## config.mk

```make
export PLATFORM = sky130hd
export DESIGN_NAME = uart_baud_divisor_search
export DESIGN_NICKNAME = d
export VERILOG_FILES = /design/src/sv/ubds_pkg.sv /design/src/sv/ubds_divider.sv /design/src/sv/uart_baud_divisor_search.sv
export VERILOG_INCLUDE_DIRS = /design/src /design/src/sv
export SDC_FILE = /design/constraint.sdc
export NUM_CORES = 1
export LEC_CHECK = 0
export BUFFER_PORTS_ARGS = -buffer_cell sky130_fd_sc_hd__buf_4
export CORE_MARGIN = 4
export CORE_UTILIZATION = 45
export DETAILED_ROUTE_END_ITERATION = 7
export PLACE_DENSITY = 0.6
export SLEW_MARGIN = 20
export SYNTH_ARGS = -nofsm -noshare
export SYNTH_HDL_FRONTEND = slang
export SYNTH_SLANG_ARGS = --single-unit
```

## constraint.sdc

```tcl
create_clock -name clk -period 18.05 [get_ports clk]
set_clock_uncertainty 0.2 [all_clocks]
set_input_delay 3.61 -clock clk [delete_from_list [all_inputs] [get_ports clk]]
set_output_delay 3.61 -clock clk [all_outputs]
set_load 0.1 [all_outputs]
```

## src/sv/uart_baud_divisor_search_macros.svh

```systemverilog
// assertion macros shared by the baud divisor search files
`ifndef UART_BAUD_DIVISOR_SEARCH_MACROS_SVH
`define UART_BAUD_DIVISOR_SEARCH_MACROS_SVH
// property that must hold on every clock edge out of reset
`define UBDS_ASSERT(label, prop, msg) \
	label: assert property (@(posedge clk) disable iff (!arst_n) (prop)) else $error(msg);
// implication checked in the next cycle
`define UBDS_ASSERT_NEXT(label, pre, post, msg) \
	label: assert property (@(posedge clk) disable iff (!arst_n) (pre) |=> (post)) \
		else $error(msg);
`endif

```

## src/sv/ubds_pkg.sv

```systemverilog
// constants and types for the baud divisor search
package ubds_pkg;
	localparam int CLK_W     = 32;
	localparam int BAUD_W    = 24;
	localparam int WORD_W    = 29;
	localparam int OSR_MIN   = 4;
	localparam int OSR_MAX   = 32;
	localparam int OSR_W     = 6;
	localparam int SBR_LIMIT = 8191;
	localparam int SBR_W     = 16;
	localparam int SBR_FLD_W = 13;
	localparam int OSR_SHIFT = 24;
	localparam int DEN_W     = 40;
	localparam int NUM_W     = 41;
	localparam int DCNT_W    = 6;

	typedef enum logic [3:0] {
		ST_IDLE, ST_DEN, ST_DIV1, ST_CHK, ST_MUL2, ST_DIV2, ST_CMP, ST_NEXT, ST_FIN, ST_OUT
	} state_t;

	typedef struct packed {
		logic start;
	} div_ctl_t;
endpackage

```

## src/sv/ubds_divider.sv

```systemverilog
// bit-serial restoring divider, one quotient bit per cycle
module ubds_divider (
	input  logic                          clk,
	input  logic                          arst_n,
	input  ubds_pkg::div_ctl_t            ctl,
	input  logic [ubds_pkg::NUM_W-1:0]    num,
	input  logic [ubds_pkg::DEN_W-1:0]    den,
	output logic                          busy,
	output logic [ubds_pkg::NUM_W-1:0]    quo
);
	import ubds_pkg::*;

	logic [NUM_W-1:0]  quo_q;
	logic [DEN_W:0]    rem_q;
	logic [DEN_W-1:0]  den_q;
	logic [DCNT_W-1:0] cnt_q;
	logic              busy_q;
	logic [DEN_W+1:0]  trial;
	logic [DEN_W:0]    shifted;

	assign shifted = {rem_q[DEN_W-1:0], quo_q[NUM_W-1]};
	assign trial   = {1'b0, shifted} - {2'b00, den_q};

	always_ff @(posedge clk or negedge arst_n) begin
		if (!arst_n) begin
			busy_q <= 1'b0;
			cnt_q  <= '0;
		end else if (ctl.start) begin
			busy_q <= 1'b1;
			cnt_q  <= DCNT_W'(NUM_W - 1);
		end else if (busy_q) begin
			if (cnt_q == '0) busy_q <= 1'b0;
			cnt_q <= cnt_q - 1'b1;
		end
	end

	always_ff @(posedge clk) begin
		if (ctl.start) begin
			quo_q <= num;
			rem_q <= '0;
			den_q <= den;
		end else if (busy_q) begin
			if (!trial[DEN_W+1]) begin
				rem_q <= trial[DEN_W:0];
				quo_q <= {quo_q[NUM_W-2:0], 1'b1};
			end else begin
				rem_q <= shifted;
				quo_q <= {quo_q[NUM_W-2:0], 1'b0};
			end
		end
	end

	assign busy = busy_q;
	assign quo  = quo_q;

	`include "uart_baud_divisor_search_macros.svh"
	`UBDS_ASSERT_NEXT(a_start_busy, ctl.start, busy_q, "divider did not start")
	`UBDS_ASSERT(a_no_restart, !(ctl.start && busy_q), "divider restarted while busy")
	`UBDS_ASSERT(a_rem_lt_den, !busy_q || (rem_q < {1'b0, den_q}), "remainder out of range")
endmodule

```

## src/sv/uart_baud_divisor_search.sv

```systemverilog
// uart baud divisor search: tries ratios 4..32 with a shared serial divider
// per ratio: a first division gives the divisor, then a multiply, a second division and a
// compare; a divisor out of range skips the second division, zero inputs go straight to the result; stops on zero error
// requests: one at a time, the next accepted in the cycle after the result is taken;
// a stalled result holds the block
// reset: asynchronous active low, returns to idle with no result pending
module uart_baud_divisor_search (
	input  logic                          clk,
	input  logic                          arst_n,
	input  logic                          in_valid,
	output logic                          in_stall,
	input  logic [ubds_pkg::CLK_W-1:0]    clk_hz,
	input  logic [ubds_pkg::BAUD_W-1:0]   baud_rate,
	output logic                          out_valid,
	input  logic                          out_stall,
	output logic [ubds_pkg::WORD_W-1:0]   baud_word,
	output logic                          failed
);
	import ubds_pkg::*;

	state_t state_q, state_d;
	logic [CLK_W-1:0]  clk_q;
	logic [BAUD_W-1:0] baud_q;
	logic [OSR_W-1:0]  ratio_q;
	logic [DEN_W-1:0]  den_q;
	logic [SBR_W-1:0]  div_q;
	logic [CLK_W:0]    win_err_q;
	logic [OSR_W-1:0]  win_ratio_q;
	logic [SBR_W-1:0]  win_div_q;
	logic              found_q;
	logic [WORD_W-1:0] word_q;
	logic              fail_q;
	div_ctl_t          dctl;
	logic [NUM_W-1:0]  dnum;
	logic [DEN_W-1:0]  dden;
	logic              dbusy;
	logic [NUM_W-1:0]  dquo;
	logic [CLK_W:0]    act_ext;
	logic [CLK_W:0]    err_c;
	logic [SBR_W-1:0]  div_c;
	logic [39:0]       lhs, rhs;

	ubds_divider u_div (
		.clk(clk), .arst_n(arst_n), .ctl(dctl), .num(dnum), .den(dden),
		.busy(dbusy), .quo(dquo)
	);

	assign act_ext = dquo[CLK_W:0];
	assign err_c = (act_ext >= {9'd0, baud_q}) ? act_ext - {9'd0, baud_q}
	                                          : {9'd0, baud_q} - act_ext;
	assign div_c = (dquo > NUM_W'(SBR_LIMIT)) ? SBR_W'(SBR_LIMIT + 1) : dquo[SBR_W-1:0];
	// err * 100 as 64 + 32 + 4
	assign lhs = {2'd0, win_err_q[CLK_W-1:0], 6'd0} + {3'd0, win_err_q[CLK_W-1:0], 5'd0}
	             + {6'd0, win_err_q[CLK_W-1:0], 2'd0};
	assign rhs = {15'd0, baud_q, 1'b0} + {16'd0, baud_q};

	always_comb begin
		state_d = state_q;
		unique case (state_q)
			ST_IDLE: if (in_valid) state_d = ST_DEN;
			ST_DEN:  state_d = (clk_q == '0 || baud_q == '0) ? ST_FIN : ST_DIV1;
			ST_DIV1: if (!dbusy) state_d = ST_CHK;
			ST_CHK:  state_d = ST_MUL2;
			ST_MUL2: state_d = (div_q == '0 || div_q > SBR_W'(SBR_LIMIT)) ? ST_NEXT : ST_DIV2;
			ST_DIV2: if (!dbusy) state_d = ST_CMP;
			ST_CMP:  state_d = ST_NEXT;
			ST_NEXT: state_d = (ratio_q == OSR_W'(OSR_MAX) || (found_q && win_err_q == '0))
			                   ? ST_FIN : ST_DEN;
			ST_FIN:  state_d = ST_OUT;
			ST_OUT:  if (!out_stall) state_d = ST_IDLE;
			default: state_d = ST_IDLE;
		endcase
	end

	always_comb begin
		dctl.start = 1'b0;
		dnum = '0;
		dden = den_q;
		unique case (state_q)
			ST_DEN: begin
				dctl.start = (clk_q != '0 && baud_q != '0);
				dnum = {9'd0, clk_q} + {2'd0, den_q[DEN_W-1:1]};
			end
			ST_MUL2: begin
				dctl.start = !(div_q == '0 || div_q > SBR_W'(SBR_LIMIT));
				dnum = {9'd0, clk_q};
			end
			default: ;
		endcase
	end

	always_ff @(posedge clk or negedge arst_n) begin
		if (!arst_n) state_q <= ST_IDLE;
		else state_q <= state_d;
	end

	// den is baud*ratio for the first division, formed before ST_DEN; 24x6 product stays narrow
	always_ff @(posedge clk) begin
		unique case (state_q)
			ST_IDLE: if (in_valid) begin
				clk_q <= clk_hz;
				baud_q <= baud_rate;
				ratio_q <= OSR_W'(OSR_MIN);
				den_q <= {10'd0, {6'd0, baud_rate} * 30'(OSR_MIN)};
				found_q <= 1'b0;
				win_err_q <= '0;
				win_ratio_q <= '0;
				win_div_q <= '0;
			end
			ST_CHK: begin
				// divisor times ratio, ready when the second division starts
				div_q <= div_c;
				den_q <= {18'd0, {6'd0, div_c} * {16'd0, ratio_q}};
			end
			ST_CMP: begin
				if (!found_q || err_c < win_err_q) begin
					found_q <= 1'b1;
					win_err_q <= err_c;
					win_ratio_q <= ratio_q;
					win_div_q <= div_q;
				end
			end
			ST_NEXT: begin
				ratio_q <= ratio_q + 1'b1;
				den_q <= {10'd0, {6'd0, baud_q} * {24'd0, ratio_q + 1'b1}};
			end
			ST_FIN: begin
				if (found_q && !(lhs > rhs)) begin
					word_q <= WORD_W'({win_ratio_q - 1'b1, 24'd0})
					          | WORD_W'(win_div_q[SBR_FLD_W-1:0]);
					fail_q <= 1'b0;
				end else begin
					word_q <= '0;
					fail_q <= 1'b1;
				end
			end
			default: ;
		endcase
	end

	assign in_stall  = (state_q != ST_IDLE);
	assign out_valid = (state_q == ST_OUT);
	assign baud_word = word_q;
	assign failed    = fail_q;

	`include "uart_baud_divisor_search_macros.svh"
	`UBDS_ASSERT(a_fail_zero, !out_valid || !failed || baud_word == '0, "failed with nonzero word")
	`UBDS_ASSERT_NEXT(a_hold, out_valid && out_stall, out_valid && $stable(baud_word),
		"result changed while stalled")
	`UBDS_ASSERT(a_one_side, !(out_valid && !in_stall), "accepting while result pending")
endmodule

```

==> results.json <==
{
  "synth_warnings": 0,
  "power.leakage_nw": 14.7,
  "hpwlAfterDp_um": 74000,
  "status": "finished clean",
  "start_kind": "flip-flop",
  "die_w_um": 266,
  "min_period_over_period": 0.403,
  "synth-edff-count": 250,
  "cts_buffers": 37,
  "drc": 0,
  "ys_seq_area_frac": 0.286,
  "post_cts_resize_count": 0,
  "io_pins": 92,
  "dp_cells": 4162,
  "nFillCells": 6232,
  "die_h_um": 266,
  "pwr-share-clk": 0.493,
  "vdd_drop_max_mv": 0.0511,
  "min_path_type": "flip-flop to flip-flop",
  "tns_ns": 0,
  "grt_max_degree": 78,
  "h-tree-depth": 2,
  "avgSynthCellArea_um2": 9.13,
  "yosys.area.top_type": "edfxtp_1",
  "hold_viol": 0,
  "switching_share": 0.220,
  "clockBufferDepth": 3,
  "grt_pass1_wl_um": 146000,
  "rsz0062_at_grt": "no",
  "ys_ff_latch": 301,
  "synth_common_cells": "357 x inv_1, 323 x ha_1, 318 x nand2_1",
  "diodes": 0,
  "critPathKind": "flip-flop to flip-flop",
  "syn-cell-area_mm2": 0.0301,
  "rows": 94,
  "clk_latency_ns": 0.56,
  "tightest_slew_ns": 1.09,
  "postRouteAntennaNets": 0,
  "cp_max_fo": 53,
  "setup_viol": 0,
  "synthFlopType": "edfxtp_1",
  "critPathRequiredTime_ns": 18.14,
  "p_total_w": 0.00156,
  "antenna_found_initial": 0,
  "cts_root_buffer": "clkbuf_16",
  "portBuffers": 80,
  "synth_cell_type_count": 92,
  "p_seq_frac": 0.478,
  "relSlewSlack": 0.266,
  "track_usage": 0.265,
  "drtIter0Drc": 2009,
  "min_period_ns": 7.28,
  "nets": 3900,
  "cts_sinks": 301,
  "yosys-top-cells-area": "edfxtp_1 25%, ha_1 13%, fa_1 12%, inv_1 4.5%, nand2_1 4.0%",
  "p_int_w": 0.00121,
  "async_flop_share": 0.0365,
  "arrival_ns": 7.36,
  "vias": 24800,
  "layout-drive-gt1-share": 0.0677,
  "register_area_mm2": 0.00858,
  "end_kind": "flip-flop",
  "grt-ovfl-total": 0,
  "first_global_vias": 24600,
  "drt_first_pass_iters": 6,
  "drt_wl_total_um": 94800,
  "cap_violations": 0,
  "area_growth_pct": 9.15,
  "yosysTopAreaCellShare": 0.250,
  "core_mm2": 0.0660,
  "powerDensity_mw_per_mm2": 47.4,
  "place_ws_ns": 10.82,
  "fmax_mhz": 137,
  "power_frac_comb": 0.029,
  "gp_congestion": 0.931,
  "maxSlewViolCount": 0,
  "final_cells": 4230,
  "synth.most_common_cell": "inv_1",
  "tritoncts": "yes",
  "ctsHoldBuffers": 0,
  "syn_inst": 3291,
  "postCtsSetupBuffers": 0,
  "die-area_mm2": 0.0710,
  "wl_per_cell_um": 22.4,
  "vias_per_cell": 5.86,
  "power.net_switching_w": 0.000343,
  "path_clk_slew_ns": 0.06,
  "final_area_mm2": 0.0328,
  "multi_input_area_mm2": 0.0197,
  "start_util": 0.456,
  "layout_setup_ws_ns": 10.77,
  "dpl_cell_area_mm2": 0.0316
}
[per-layer routing]
metal / GRT usage / routed length, µm
met5: 0 / 0
met4: 0.0744 / 2810
met3: 0.0629 / 7270
met2: 0.420 / 42500
met1: 0.366 / 42100
[cell families (layout without fill, tap and decap cells)]
logic type      Yosys count  in the layout  synth area share
buf+inv                 486            538            0.0636
xor+xnor                172            172            0.0501
other cells               2             25          0.000250
fa+ha+maj               503            503             0.254
compound gates          807            807             0.177
simple gates           1001           1001             0.162
flops                   301            301             0.286
mux                      19             19           0.00662
[final timing paths]
path | startpoint | end | slack [ns] | cells after the start
setup reg to reg | u_div.quo[27] | dden[20] | 10.77 | 21
min in group asynchronous | arst_n | state_q[3] | 2.70 | 1
hold reg to reg | dden[0] | u_div.den_q[0] | 0.25 | 0
max in group asynchronous | arst_n | u_div.busy | 14.76 | 1
hold / removal | dden[0] | u_div.den_q[0] | 0.25 | 0
setup / recovery | u_div.quo[27] | dden[20] | 10.77 | 21
[cell usage in the layout, fill, tap and decap left out, types with 21 or more instances in the layout]
master and n:
o21ai_0 157, a211oi_1 30, o21a_1 26, inv_1 355, nand2_1 316, edfxtp_1 250
conb_1 25, o21bai_1 22, nand3_1 55, dfxtp_1 40, a31oi_1 45, a21o_1 104
nand2b_1 31, o211ai_1 21, nor2_1 210, fa_1 180, buf_4 112, and3_1 75
nor2b_1 42, ha_1 323, xnor2_1 95, and2_1 65, clkbuf_16 37, nor4_1 23
xor2_1 73, nand4_1 39, a21oi_1 218, nor3_1 68
[power groups by stage]
| stage | Combinational, W | Sequential (W) | Clock [W] |
|---|---|---|---|
| floorplan | 0.0000297 | 0.000759 | 0 |
| detailed placement | 0.0000440 | 0.000759 | 0 |
| global placement | 0.0000437 | 0.000759 | 0 |
| finish | 0.0000458 | 0.000744 | 0.000767 |
| global route | 0.0000499 | 0.000743 | 0.000811 |
| CTS | 0.0000442 | 0.000744 | 0.000784 |
[registers in the layout, indices dropped and copies added, names as in the netlist, 6 cells and up]
name and cells:
u_div.quo 41, u_div.rem_q 40, win_err_q 33, clk_q 32, dden 30, u_div.den_q 30, baud_q 24, baud_word 18
div_q 16, win_div_q 13, ratio_q 6, u_div.cnt_q 6
[stage by stage]
stage | utilization | hold WS, ns
finish | 0.497 | 0.245
global route | 0.497 | 0.257
CTS | 0.497 | 0.249
detailed placement | 0.479 | 0.222
global placement | 0.479 | 0.222
floorplan | - | 0.200
[layout make-up]
class	count	area share
inverters	358	0.0410
multi-input cells	2527	0.601
clock inverters	21	0.00725
repair buffers	112	0.0256
well taps	864	0.0330
flip-flops and latches	301	0.262
clock buffers	47	0.0303
[worst max-delay path, stage by stage, from the launching register on]
cell and delay (ns):
edfxtp_1 0.46, or4_1 0.59, or4_4 0.50, nor4_2 0.27, buf_4 0.43, inv_2 0.38
nor2_1 0.28, nand2_1 0.11, fa_1 0.56, fa_1 0.53, fa_1 0.55, inv_1 0.04
ha_1 0.35, nand4b_1 0.15, nand4_1 0.13, a41oi_1 0.41, o21ai_0 0.20, a21o_1 0.21
a21o_1 0.19, a31oi_1 0.20, xor2_1 0.15, o21ai_0 0.08
No activity file was read; power rests on OpenSTA's default activity.
